$ cat config.mk
export PLATFORM = sky130hd
export DESIGN_NAME = base58_address_encoder
export DESIGN_NICKNAME = d
export VERILOG_FILES = /design/src/rtl/b58e_pkg.sv /design/src/rtl/b58e_dp.sv /design/src/rtl/b58e_ctrl.sv /design/src/rtl/base58_address_encoder.sv
export VERILOG_INCLUDE_DIRS = /design/src /design/src/rtl
export SDC_FILE = /design/constraint.sdc
export NUM_CORES = 1
export LEC_CHECK = 0
export BUFFER_PORTS_ARGS = -buffer_cell sky130_fd_sc_hd__buf_2
export CORE_AREA = 2 2 186 188
export DETAILED_ROUTE_END_ITERATION = 10
export DIE_AREA = 0 0 188 190
export PLACE_DENSITY_LB_ADDON = 0.05
export SLEW_MARGIN = 20
export SYNTH_ARGS = -nofsm -noshare
export SYNTH_HDL_FRONTEND = slang
export SYNTH_SLANG_ARGS = --single-unit
$ cat constraint.sdc
create_clock -name clk -period 8.3 [get_ports clk]
set_input_delay 0.415 -clock clk [delete_from_list [all_inputs] [get_ports clk]]
set_output_delay 0.415 -clock clk [all_outputs]
set_load 0.05 [all_outputs]
$ cat src/rtl/base58_address_encoder_assert.svh
// ---------------------------------------------------------------------------
// Base58 address encoder assertion macros
// Assertion shorthands that are clocked on clk and disabled during reset.
// In synthesis builds they expand to nothing.
// ---------------------------------------------------------------------------
`ifndef BASE58_ADDRESS_ENCODER_ASSERT_SVH
`define BASE58_ADDRESS_ENCODER_ASSERT_SVH

`ifndef SYNTHESIS

// The consequent must hold in the same cycle as the antecedent.
`define B58E_ASSERT_IMP(label, ante, cons) \
    label: assert property (@(posedge clk) disable iff (!rst_n) (ante) |-> (cons)) \
        else $error("base58 encoder assertion failed");

// The consequent must hold in the cycle after the antecedent.
`define B58E_ASSERT_NXT(label, ante, cons) \
    label: assert property (@(posedge clk) disable iff (!rst_n) (ante) |=> (cons)) \
        else $error("base58 encoder assertion failed");

`else

`define B58E_ASSERT_IMP(label, ante, cons)
`define B58E_ASSERT_NXT(label, ante, cons)

`endif

`endif

$ cat src/rtl/b58e_pkg.sv
// ---------------------------------------------------------------------------
// Base58 address encoder package
// Command word type, the divide-by-58 step and the base58 alphabet.
// ---------------------------------------------------------------------------
package b58e_pkg;

    localparam int unsigned RADIX      = 58;
    localparam int unsigned RECIP_MULT = 565;  // ceil(2^15 / 58)
    localparam int unsigned RECIP_SHR  = 15;

    // Commands from the controller to the datapath.
    typedef struct packed {
        logic load;       // shift an input byte into the number buffer
        logic div_step;   // run one byte of the long division
        logic div_first;  // this step starts a new division (remainder zero)
        logic div_last;   // this step ends a division: push the digit
        logic emit;       // move the top digit into the output register
        logic emit_last;  // the emitted character ends the string
    } b58e_cmd_t;

    // Result of one long-division step.
    typedef struct packed {
        logic [7:0] quot;
        logic [5:0] rem;
    } b58e_div_t;

    // One byte of long division by 58, using 256 = 4*58 + 24.
    // The partial value stays below 1624, so a reciprocal multiply is exact.
    function automatic b58e_div_t b58e_div_step(input logic [5:0] rem_in,
                                                input logic [7:0] byte_in);
        logic [10:0] part;
        logic [20:0] prod;
        logic [4:0]  qpart;
        logic [10:0] back;
        logic [10:0] rem_full;
        b58e_div_t   res;
        part     = 11'(rem_in) * 11'd24 + 11'(byte_in);
        prod     = 21'(part) * 21'(RECIP_MULT);
        qpart    = prod[RECIP_SHR +: 5];
        back     = 11'(qpart) * 11'(RADIX);
        rem_full = part - back;
        res.quot = {rem_in[5:0], 2'b00} + 8'(qpart);
        res.rem  = rem_full[5:0];
        return res;
    endfunction

    // ASCII code of a base58 digit; codes above 57 map to the last character.
    function automatic logic [6:0] b58e_char(input logic [5:0] digit);
        logic [6:0] d;
        logic [6:0] code;
        d = 7'(digit);
        if (d <= 7'd8) begin
            code = d + 7'd49;   // '1'..'9'
        end else if (d <= 7'd16) begin
            code = d + 7'd56;   // 'A'..'H'
        end else if (d <= 7'd21) begin
            code = d + 7'd57;   // 'J'..'N'
        end else if (d <= 7'd32) begin
            code = d + 7'd58;   // 'P'..'Z'
        end else if (d <= 7'd43) begin
            code = d + 7'd64;   // 'a'..'k'
        end else if (d <= 7'd57) begin
            code = d + 7'd65;   // 'm'..'z'
        end else begin
            code = 7'd122;      // clamp to 'z'
        end
        return code;
    endfunction

endpackage

$ cat src/rtl/b58e_dp.sv
// ---------------------------------------------------------------------------
// Base58 encoder datapath
// Number buffer as a circular shift line, the divide-by-58 step, a digit
// stack and the output character register.
// ---------------------------------------------------------------------------
module b58e_dp #(
    parameter int NUMBER_BYTES = 25,
    parameter int OUTPUT_CHARS = 34
) (
    input  logic               clk,
    input  b58e_pkg::b58e_cmd_t cmd,
    input  logic [7:0]         byte_value,
    output logic [6:0]         char_code,
    output logic               last_char
);
    import b58e_pkg::*;

    logic [7:0] num_reg [NUMBER_BYTES];
    logic [5:0] dig_reg [OUTPUT_CHARS];
    logic [5:0] rem_reg;
    logic [5:0] rem_in;
    logic [7:0] shift_in;
    logic [6:0] char_reg;
    logic       last_reg;
    b58e_div_t  step;

    // One division step on the byte at the head of the buffer.
    assign rem_in   = cmd.div_first ? 6'd0 : rem_reg;
    assign step     = b58e_div_step(rem_in, num_reg[0]);
    assign shift_in = cmd.load ? byte_value : step.quot;

    // The buffer rotates: the head byte leaves and its quotient enters at
    // the tail, so after a full pass the bytes are back in order.
    always_ff @(posedge clk)
    begin
        if (cmd.load || cmd.div_step)
        begin
            for (int i = 0; i < NUMBER_BYTES - 1; i++)
            begin
                num_reg[i] <= num_reg[i + 1];
            end
            num_reg[NUMBER_BYTES - 1] <= shift_in;
        end
        if (cmd.div_step)
        begin
            rem_reg <= step.rem;
        end
    end

    // Digits are pushed least significant first and popped from the top,
    // which gives the most significant character first.
    always_ff @(posedge clk)
    begin
        if (cmd.div_last)
        begin
            dig_reg[0] <= step.rem;
            for (int i = 1; i < OUTPUT_CHARS; i++)
            begin
                dig_reg[i] <= dig_reg[i - 1];
            end
        end
        else if (cmd.emit)
        begin
            for (int i = 0; i < OUTPUT_CHARS - 1; i++)
            begin
                dig_reg[i] <= dig_reg[i + 1];
            end
        end
    end

    // Output character register.
    always_ff @(posedge clk)
    begin
        if (cmd.emit)
        begin
            char_reg <= b58e_char(dig_reg[0]);
            last_reg <= cmd.emit_last;
        end
    end

    assign char_code = char_reg;
    assign last_char = last_reg;

endmodule

$ cat src/rtl/b58e_ctrl.sv
// ---------------------------------------------------------------------------
// Base58 encoder controller
// Sequences loading, the repeated long division and character output, and
// owns the handshakes of both channels.
// ---------------------------------------------------------------------------
`include "base58_address_encoder_assert.svh"

module b58e_ctrl #(
    parameter int NUMBER_BYTES = 25,
    parameter int OUTPUT_CHARS = 34
) (
    input  logic                clk,
    input  logic                rst_n,
    input  logic                in_valid,
    output logic                in_ready,
    output logic                out_valid,
    input  logic                out_ready,
    output b58e_pkg::b58e_cmd_t cmd
);
    import b58e_pkg::*;

    localparam int CNT_W = (NUMBER_BYTES > 1) ? $clog2(NUMBER_BYTES) : 1;
    localparam int DIG_W = (OUTPUT_CHARS > 1) ? $clog2(OUTPUT_CHARS) : 1;
    localparam logic [CNT_W-1:0] BYTE_LAST = CNT_W'(NUMBER_BYTES - 1);
    localparam logic [DIG_W-1:0] DIG_LAST  = DIG_W'(OUTPUT_CHARS - 1);

    typedef enum logic [1:0] {
        ST_LOAD,
        ST_DIV,
        ST_EMIT
    } state_t;

    state_t           state_reg;
    logic [CNT_W-1:0] byte_cnt_reg;
    logic [DIG_W-1:0] digit_cnt_reg;
    logic             out_valid_reg;
    logic             out_free;
    logic             in_fire;

    assign in_ready = (state_reg == ST_LOAD);
    assign in_fire  = in_valid && in_ready;
    assign out_free = !out_valid_reg || out_ready;

    // Command decode.
    always_comb
    begin
        cmd = '0;
        unique case (state_reg)
            ST_LOAD:
            begin
                cmd.load = in_fire;
            end
            ST_DIV:
            begin
                cmd.div_step  = 1'b1;
                cmd.div_first = (byte_cnt_reg == '0);
                cmd.div_last  = (byte_cnt_reg == BYTE_LAST);
            end
            ST_EMIT:
            begin
                cmd.emit      = out_free;
                cmd.emit_last = (digit_cnt_reg == DIG_LAST);
            end
            default:
            begin
                cmd = '0;
            end
        endcase
    end

    // State, counters and the output valid flag.
    always_ff @(posedge clk or negedge rst_n)
    begin
        if (!rst_n)
        begin
            state_reg     <= ST_LOAD;
            byte_cnt_reg  <= '0;
            digit_cnt_reg <= '0;
            out_valid_reg <= 1'b0;
        end
        else
        begin
            if (cmd.emit)
            begin
                out_valid_reg <= 1'b1;
            end
            else if (out_ready)
            begin
                out_valid_reg <= 1'b0;
            end

            unique case (state_reg)
                ST_LOAD:
                begin
                    if (in_fire)
                    begin
                        if (byte_cnt_reg == BYTE_LAST)
                        begin
                            byte_cnt_reg <= '0;
                            state_reg    <= ST_DIV;
                        end
                        else
                        begin
                            byte_cnt_reg <= byte_cnt_reg + 1'b1;
                        end
                    end
                end
                ST_DIV:
                begin
                    if (byte_cnt_reg == BYTE_LAST)
                    begin
                        byte_cnt_reg <= '0;
                        if (digit_cnt_reg == DIG_LAST)
                        begin
                            digit_cnt_reg <= '0;
                            state_reg     <= ST_EMIT;
                        end
                        else
                        begin
                            digit_cnt_reg <= digit_cnt_reg + 1'b1;
                        end
                    end
                    else
                    begin
                        byte_cnt_reg <= byte_cnt_reg + 1'b1;
                    end
                end
                ST_EMIT:
                begin
                    if (cmd.emit)
                    begin
                        if (cmd.emit_last)
                        begin
                            digit_cnt_reg <= '0;
                            state_reg     <= ST_LOAD;
                        end
                        else
                        begin
                            digit_cnt_reg <= digit_cnt_reg + 1'b1;
                        end
                    end
                end
                default:
                begin
                    state_reg <= ST_LOAD;
                end
            endcase
        end
    end

    assign out_valid = out_valid_reg;

    // A pending word is never overwritten.
    `B58E_ASSERT_IMP(a_no_overwrite, out_valid_reg && !out_ready, !cmd.emit)
    // The division phase always starts from clean counters.
    `B58E_ASSERT_IMP(a_div_start_clean,
        state_reg == ST_DIV && $past(state_reg) == ST_LOAD,
        byte_cnt_reg == '0 && digit_cnt_reg == '0)
    // The final character hands control back to loading.
    `B58E_ASSERT_NXT(a_last_to_load, cmd.emit && cmd.emit_last,
        state_reg == ST_LOAD && out_valid_reg)
    // Loading and dividing never overlap.
    `B58E_ASSERT_IMP(a_load_excl, cmd.load, !cmd.div_step && !cmd.emit)

endmodule

$ cat src/rtl/base58_address_encoder.sv
// After the last byte is accepted the number is divided repeatedly, one byte per division step,
// and then the characters follow at one character per cycle while out_ready is high.
// A new address is accepted only after the last character of the previous one has been emitted,
// since the single byte-wide divide-by-58 unit and the number buffer serve one address at a time.
// Reset (rst_n low, asynchronous) empties the byte count and drops any word in progress.
// ---------------------------------------------------------------------------
// Base58 address encoder
// Buffers a big-endian number byte by byte, converts it to base58 by repeated
// long division and returns it as ASCII characters, most significant first.
// ---------------------------------------------------------------------------
module base58_address_encoder #(
    parameter int NUMBER_BYTES = 25,
    parameter int OUTPUT_CHARS = 34
) (
    input  logic       clk,
    input  logic       rst_n,
    input  logic       in_valid,
    output logic       in_ready,
    input  logic [7:0] byte_value,
    output logic       out_valid,
    input  logic       out_ready,
    output logic [6:0] char_code,
    output logic       last_char
);
    import b58e_pkg::*;

    b58e_cmd_t cmd;

    // Sequencer.
    b58e_ctrl #(
        .NUMBER_BYTES (NUMBER_BYTES),
        .OUTPUT_CHARS (OUTPUT_CHARS)
    ) u_ctrl (
        .clk       (clk),
        .rst_n     (rst_n),
        .in_valid  (in_valid),
        .in_ready  (in_ready),
        .out_valid (out_valid),
        .out_ready (out_ready),
        .cmd       (cmd)
    );

    // Buffer, divider and output register.
    b58e_dp #(
        .NUMBER_BYTES (NUMBER_BYTES),
        .OUTPUT_CHARS (OUTPUT_CHARS)
    ) u_dp (
        .clk        (clk),
        .cmd        (cmd),
        .byte_value (byte_value),
        .char_code  (char_code),
        .last_char  (last_char)
    );

endmodule

==> results of run 1 <==
## worst max-delay path, delay by kind of cell (launching register included)
kind	cells	cell delay, ns
adder cells (fa/ha/maj)	13	3.31
AO/OA/AOI/OAI	10	1.39
XOR/XNOR	8	1.24
AND/OR/NAND/NOR	6	0.84
multiplexers	2	0.59
buffers and inverters	5	0.41
flip-flops	1	0.40
## cells in the mapped netlist, types with 11 or more instances
| library cell | instances | area share [%] |
|---|---|---|
| sky130_fd_sc_hd__a21o_1 | 16 | 0.63 |
| sky130_fd_sc_hd__a21oi_1 | 40 | 1.1 |
| sky130_fd_sc_hd__clkbuf_1 | 32 | 0.63 |
| sky130_fd_sc_hd__dfrtp_1 | 14 | 1.8 |
| sky130_fd_sc_hd__edfxtp_1 | 418 | 66 |
| sky130_fd_sc_hd__fa_1 | 22 | 2.3 |
| sky130_fd_sc_hd__ha_1 | 102 | 6.7 |
| sky130_fd_sc_hd__inv_1 | 63 | 1.2 |
| sky130_fd_sc_hd__mux2_2 | 201 | 12 |
| sky130_fd_sc_hd__nand2_1 | 31 | 0.61 |
| sky130_fd_sc_hd__nand3_1 | 12 | 0.32 |
| sky130_fd_sc_hd__nor2_1 | 22 | 0.43 |
| sky130_fd_sc_hd__o21ai_0 | 20 | 0.53 |
| sky130_fd_sc_hd__xnor2_1 | 22 | 1.0 |
| sky130_fd_sc_hd__xor2_1 | 11 | 0.51 |
## final cells by class
| cell class | count | share of cell area (%) |
|---|---|---|
| Clock buffer | 65 | 5.78 |
| Clock inverter | 16 | 0.881 |
| Inverter | 65 | 1.11 |
| Multi-Input combinational cell | 590 | 28.0 |
| Sequential cell | 432 | 58.6 |
| Tap cell | 455 | 2.59 |
| Timing Repair Buffer | 95 | 3.08 |
## layer usage
| metal | track usage, % | vias to the layer above | wire length (µm) |
|---|---|---|---|
| met4 | 5.39 | 0 | 662 |
| met5 | 0 | - | 0 |
| met2 | 24.5 | 102 | 12600 |
| met1 | 24.5 | 4547 | 14500 |
| met3 | 2.99 | 54 | 900 |
| li1 | - | 4475 | - |
## repair_timing
action / 4_1_cts / 5_1_grt
setup endpoints to repair: 5 / 8
hold buffers: 1 / 0
hold endpoints to repair: 14 / 0
setup buffers: 9 / 6
pin swaps: 34 / 18
resized for setup: 23 / 17
## cells by family after synthesis
logic type | count (synthesis) | synth area share (%)
simple gates | 105 | 2.80
buf+inv | 100 | 2.07
fa+ha+maj | 127 | 9.19
compound gates | 115 | 4.07
mux | 209 | 12.4
xor+xnor | 34 | 1.61
flops | 432 | 67.9
## worst min-delay path by stage
stage             startpoint                      to  slack (ns)  depth (start not counted)
3_3_place_gp           rst_n        u_ctrl.out_valid        0.35                          1
5_1_grt        byte_value[0]      u_dp.num_reg[3][0]        0.20                          2
3_5_place_dp           rst_n        u_ctrl.out_valid        0.35                          1
6_report           out_ready        u_ctrl.out_valid        0.22                          3
4_1_cts            out_ready        u_ctrl.out_valid        0.20                          3
2_1_floorplan          rst_n  u_ctrl.byte_cnt_reg[0]        0.12                          0
## layout by cell type (no fill, tap or decap), drive strengths merged, types with 23 or more instances in the layout
cell type  instances
a21oi             40
buf               94
clkbuf            65
ha               102
xnor2             23
edfxtp           418
mux2             204
nand2             32
inv               65
## per-stage QoR
step,instance area [µm²],setup WS (ns),hold slack [ns]
after global placement,20200,-0.249,0.346
after global routing,22000,-0.563,0.195
after CTS,21900,-0.0996,0.198
after floorplan,19200,-0.175,0.119
final,22000,-0.148,0.217
after detailed placement,20200,-0.364,0.350
==> results by stage, run 1 <==
Floorplan:
- The count of standard-cell rows is 68.
- During I/O placement, the number of pins put on the boundary was 22.
- The starting density of the core is a little under three fifths.
- The die footprint is 35,700 µm².
- The die height is roughly 190 µm.
- The total area inside the core boundary comes to about 34,000 µm².
- The die width is 188 µm.

STA:
- The final-report hold violation count is 0.
- The actual slew at the worst max-slew pin is 0.952 ns.
- The share of the cycle needed by the critical path after routing is 102%.
- The clock arrives with about 0.015 ns of skew.
- Setup slack on the critical path of the routed design comes to -0.148 ns.
- Setup total negative slack on the finished layout was measured at -0.174 ns.
- Setup repair after global routing could not meet its margin everywhere.
- The final number of max-transition violations is 0.
- The number of setup violations in the final report is 2.
- Static timing analysis puts the maximum clock frequency at 118 MHz.
- The worst pin sits at a relative slew slack of between 30% and 40%.
- The final period demand of the worst path is around 8.4 ns.

Route:
- For this block, the initial DRC count from the detailed router was 453.
- After detailed routing, the number of remaining DRC violations is 0.
- The total vias in the final route is approximately 9k.
- After detailed routing, the number of vias per cell comes to 5.34.
- The iteration count of the initial detailed-routing pass is 4.
- The remaining antenna violation count is 0.
- After detailed routing, the average wire length per cell comes to between 15 and 20 µm.
- The routed wire length is ~29,000 µm.

Setup path:
- The critical register-to-register path endpoint is u_dp.dig_reg[0][5].
- Along the worst path, the maximum fanout reaches 4.
- The critical path ends at u_dp.dig_reg[0][5].
- The biggest cell delay along the critical path is approximately 0.49 ns.
- The category of the critical setup timing path is register to register.
- The worst-case register-to-register setup slack is -0.15 ns.
- The cell repeated most along the worst path is sky130_fd_sc_hd__ha_4.
- The endpoint kind of the worst setup timing path is a register.
- At the worst endpoint, the required time is between 8 and 9 ns.
- For the worst setup path, the data arrival time is roughly 8.7 ns.
- The number of cells on the worst reg-to-reg path is 44.
- The worst register-to-register path begins at u_ctrl.byte_cnt_reg[1].
- The category of the worst setup path launch point is a register.
- The critical path starts at u_ctrl.byte_cnt_reg[1].
- The master of the slowest instance on the critical path is sky130_fd_sc_hd__fa_1.

Yosys:
- The post-synthesis register bit count is 432.
- The synthesized netlist net count is 1,258.
- The share of the Yosys chip area taken by registers is slightly below 70%.
- The number of synthesized flops with an enable pin is ~420.
- The synthesized netlist cell count is around 1.1k.
- The count of unique library cells instantiated by Yosys is between 60 and 70.
- After synthesis, the share of flip-flops with an asynchronous set or reset is roughly 3.2%.
- In this run the cell area of the synthesized design comes to 19,000 µm².
- The number of warnings issued by yosys is 0.
- Averaged over all synthesized cells, the footprint is 16.9 µm².
- The most used flip-flop cell after synthesis is sky130_fd_sc_hd__edfxtp_1.

Placed design:
- The sum of net half-perimeters after detailed placement is around 18,000 µm.
- The number of buffers added on ports is 21.
- In this run, placement finished with an instance count of approximately 1.6k.
- At the end of routability-driven placement, the weighted congestion stood at between 0.7 and 0.8.

Cells and area:
- The multi-input combinational cell area is 6160 µm².
- At the end of the flow, the number of nets in the layout was 1,365.
- The post-route netlist has approximately 34% of its cells at a drive strength greater than 1.
- The sequential standard cell area is 12,900 µm².
- From synthesis to final layout, the design area changed by 15.8%.
- Once layout is complete, the utilization of the core stands at 64.9%.
- The final cell count without fillers is 1,718.
- The number of filler instances in the final layout is 2,388.
- The final antenna diode count is 0.
- The number of flip-flops in the largest register is a little over 200.

Clocking:
- The clock tree root buffer cell is sky130_fd_sc_hd__clkbuf_16.
- The latest clock arrival within the worst-skew pair is between 0.5 and 0.6 ns.
- Buffers inserted during clock tree synthesis total 45.
- The maximum root-to-sink buffer count is 3.
- The H-tree generated during clock tree synthesis spans 2 levels.
- For this design, the sink count on the clock tree is 432.
- After clock tree synthesis, the clock-pin slew on the worst setup and hold paths is approximately 0.06 ns.
- TritonCTS built the clock tree.

GRT:
- Global routing consumed, over all layers together, around 16% of the routing resources.
- The number of global-route vias before repair was between 9k and 10k.
- The number of antenna violations at the first check in global routing was 0.
- The first-pass GRT wire length is between 40,000 and 50,000 µm.
- The total grt overflow is 0.
- Entering global routing, the biggest net connects 102 pins.

Status:
- The flow ran to the end, but the final reports show violations.
- The checks that failed: setup timing.

Run:
- Across the run, the number of max-cap violations was 0.

Hold path:
- The worst hold path belongs to the class input pin to register.
Power of run 1 is left out: the tool's default activity adds up to more than one toggle a clock period on the data nets, which glitch-free logic cannot reach.
==> inputs of run 2 (changes only) <==
--- a/config.mk
+++ b/config.mk
@@ -6,7 +6,7 @@
 export SDC_FILE = /design/constraint.sdc
 export NUM_CORES = 1
 export LEC_CHECK = 0
-export BUFFER_PORTS_ARGS = -buffer_cell sky130_fd_sc_hd__buf_2
+export BUFFER_PORTS_ARGS = -buffer_cell sky130_fd_sc_hd__buf_4
 export CORE_AREA = 2 2 186 188
 export DETAILED_ROUTE_END_ITERATION = 10
 export DIE_AREA = 0 0 188 190
==> run 2 against run 1 <==
The flow still finishes with violations (setup timing). Sequential share of layout area is 0.23 points lower. Routed wire length is 0.50% higher. Global-route usage is 0.099 points lower.
==> results by stage, run 2 (synthesis gave the netlist of run 1 again) <==
Cells and area:
- The final antenna diode count was 0 (unchanged).
- In the layout the commonest cells are 418 x sky130_fd_sc_hd__edfxtp_1, 200 x sky130_fd_sc_hd__mux2_2, 85 x sky130_fd_sc_hd__buf_4.
- The number of flip-flops in the largest register is 204 (unchanged).
- The post-route cell area is 22,100 µm² (+0.39%).
- Leaving out fill and tap cells, the most frequent cell in the layout is sky130_fd_sc_hd__edfxtp_1.
- From synthesis to final layout, the design area changed by 16.3%.
- The final net count was 1,367 (+0.15%).
- The share of final-layout standard cells stronger than drive strength 1 is 35.5% (+1.1 points).

Route:
- The DRC violations left was 0 (unchanged).
- The wire length per cell came to 16.8 µm (+0.56%).
- The remaining antenna violation count was 0 (unchanged).
- The count of routing violations after the opening detailed-route iteration is 547 (+21%).
- The iteration count of the initial detailed-routing pass is 6 (+2).
- The total vias in the final route is 9,167 (-0.12%).
- The via count normalized by instance count is 5.34 (about the same).
- The routed wire length was 28,900 µm (+0.50%).

Clocking:
- The clock-pin transition on the worst setup and hold timing paths came to 0.06 ns (about the same).
- The latest clock arrival within the worst-skew pair is 0.57 ns (+0.03 ns).
- The maximum level of the CTS H-tree came to 2 (unchanged).
- The TritonCTS sink count is 432 (unchanged).
- The maximum root-to-sink buffer count is 3 (unchanged).
- The number of CTS-inserted buffers is 44 (-2.2%).
- The clock tree from TritonCTS is done.
- The clock tree root buffer cell is sky130_fd_sc_hd__clkbuf_16.

GRT:
- The maximum number of pins on one net before global-route repair was 153 (+50%).
- The overall routing resource usage is 16.3% (-0.099 points).
- The total grt overflow was 0 (unchanged).
- The number of global-route vias before repair is 9,178 (-0.57%).
- The first-pass GRT wire length is 46,700 µm (-0.70%).
- The number of antenna violations at the first check in global routing is 0 (unchanged).

Floorplan:
- The starting density of the core is 56.0% (unchanged).
- The die footprint is 35,700 µm² (unchanged).
- The I/O pin count is 22 (unchanged).
- The die width is 188 µm (unchanged).
- The die height came to 190 µm (unchanged).
- The count of standard-cell rows was 68 (unchanged).
- The area inside the core boundary is 33,900 µm² (unchanged).

Setup path:
- The cell repeated most along the worst path is sky130_fd_sc_hd__ha_4.
- The data arrival time at the worst-slack endpoint was 8.82 ns (+0.09 ns).
- The startpoint identified for the worst register-to-register timing path is u_ctrl.byte_cnt_reg[1].
- The critical register-to-register path endpoint is u_dp.dig_reg[0][5].
- The worst-case register-to-register setup slack is -0.21 ns (-0.06 ns).
- The count of buffer and inverter cells on the critical path is 5 (unchanged).
- STA classifies the critical path endpoint as a register.
- STA classifies the critical path startpoint as a register.
- The biggest cell delay along the critical path was 0.48 ns (about the same).
- The data required time of the worst path is 8.61 ns (+0.02 ns).
- The category of the critical setup timing path is register to register.
- The number of cells on the worst reg-to-reg path came to 44 (unchanged).
- The kind of cell with the highest combined delay along the critical path is adder cells.
- The biggest fanout along the worst timing path is 4 (unchanged).
- The slowest stage of the critical path is the sky130_fd_sc_hd__fa_1 cell.

Status:
- The final reports fail on setup timing.
- The run finished, with violations left.

STA:
- The post-route worst setup slack is -0.206 ns (-0.0577 ns).
- The number of setup violations in the final report is 4 (+2).
- The setup clock skew after layout is 0.0165 ns (+0.00183 ns).
- The final-report hold violation count came to 0 (unchanged).
- The worst-case headroom to the max-slew limit was 41.4% (+4.9 points).
- The final period demand of the worst path is 8.51 ns (+0.0577 ns).
- Setup repair after global routing could not meet its margin everywhere.
- The share of the cycle needed by the critical path after routing was 102% (+0.70 points).
- The actual slew at the worst max-slew pin is 0.879 ns (-0.0738 ns).
- The final number of max-transition violations is 0 (unchanged).
- The final setup TNS is -0.484 ns (-0.310 ns).
- The maximum achievable frequency came to 118 MHz (-0.68%).

Run:
- The number of maximum-capacitance constraint violations is 0 (unchanged).

Placed design:
- The placed standard-cell area was 20,200 µm² (+0.32%).
- The minimum setup slack after placement is -0.396 ns (-0.0327 ns).
- The number of buffers added on ports is 21 (unchanged).
- The sum of net half-perimeters after detailed placement is 17,700 µm (-1.8%).
- The final weighted congestion of routability-driven global placement is 0.788 (-1.4%).

Hold path:
- For hold timing, the worst endpoint is u_dp.num_reg[3][0].
- The class of the most critical hold timing path is input pin to register.
- The start point of the worst hold path is byte_value[0].
- The number of cells on the worst hold path came to 2 (-1).
-- run 2: routing by layer --
layer  track usage, %  wire length [µm]  up-vias
li1                 -                 -     4479
met1             23.9             14500     4548
met2             24.6             12900       97
met3             3.50               911       43
met4             5.12               602        0
met5                0                 0        -
-- run 2: per-stage QoR --
stage,hold WS (ns),utilization (%),instances
finish,0.193,65.1,1717
global route,0.163,65.1,1717
CTS,0.160,64.3,1710
detailed placement,0.286,59.6,1622
global placement,0.284,59.6,1622
floorplan,0.119,-,1122
-- run 2: worst max path at each step --
stage	to	from	cells past startpoint
after detailed placement	u_dp.dig_reg[0][5]	u_ctrl.byte_cnt_reg[0]	43
after global placement	u_dp.dig_reg[0][5]	u_ctrl.byte_cnt_reg[0]	43
after CTS	u_dp.dig_reg[0][5]	u_ctrl.byte_cnt_reg[1]	40
final	u_dp.dig_reg[0][5]	u_ctrl.byte_cnt_reg[1]	44
after global routing	u_dp.dig_reg[0][5]	u_ctrl.byte_cnt_reg[1]	38
after floorplan	u_dp.dig_reg[0][5]	u_ctrl.state_reg[1]	44
-- run 2: what timing repair did --
action / CTS / global route
endpoints found under the hold margin: 14 / 0
buffers inserted: 10 / 8
hold buffers: 1 / 0
pin swaps: 40 / 23
gates resized for setup: 28 / 39
setup endpoints to repair: 5 / 9
-- run 2: worst register-to-register path, delay by kind of cell, from the launching register on --
family                   cells  cell delay (ns)
XOR/XNOR                     8             1.29
flip-flops                   1             0.38
adder cells (fa/ha/maj)     13             3.33
multiplexers                 2             0.60
buffers and inverters        5             0.39
AO/OA/AOI/OAI               10             1.46
AND/OR/NAND/NOR              6             0.82
-- run 2: cell type report --
| cell class | instances | area, µm² |
|---|---|---|
| clock buffers | 57 | 1150 |
| clock inverters | 20 | 159 |
| fillers | 2396 | 11800 |
| inverters | 65 | 246 |
| multi-input cells | 590 | 6280 |
| flip-flops and latches | 432 | 12900 |
| well taps | 455 | 569 |
| repair buffers | 98 | 792 |
Power of run 2 is left out for the same reason.
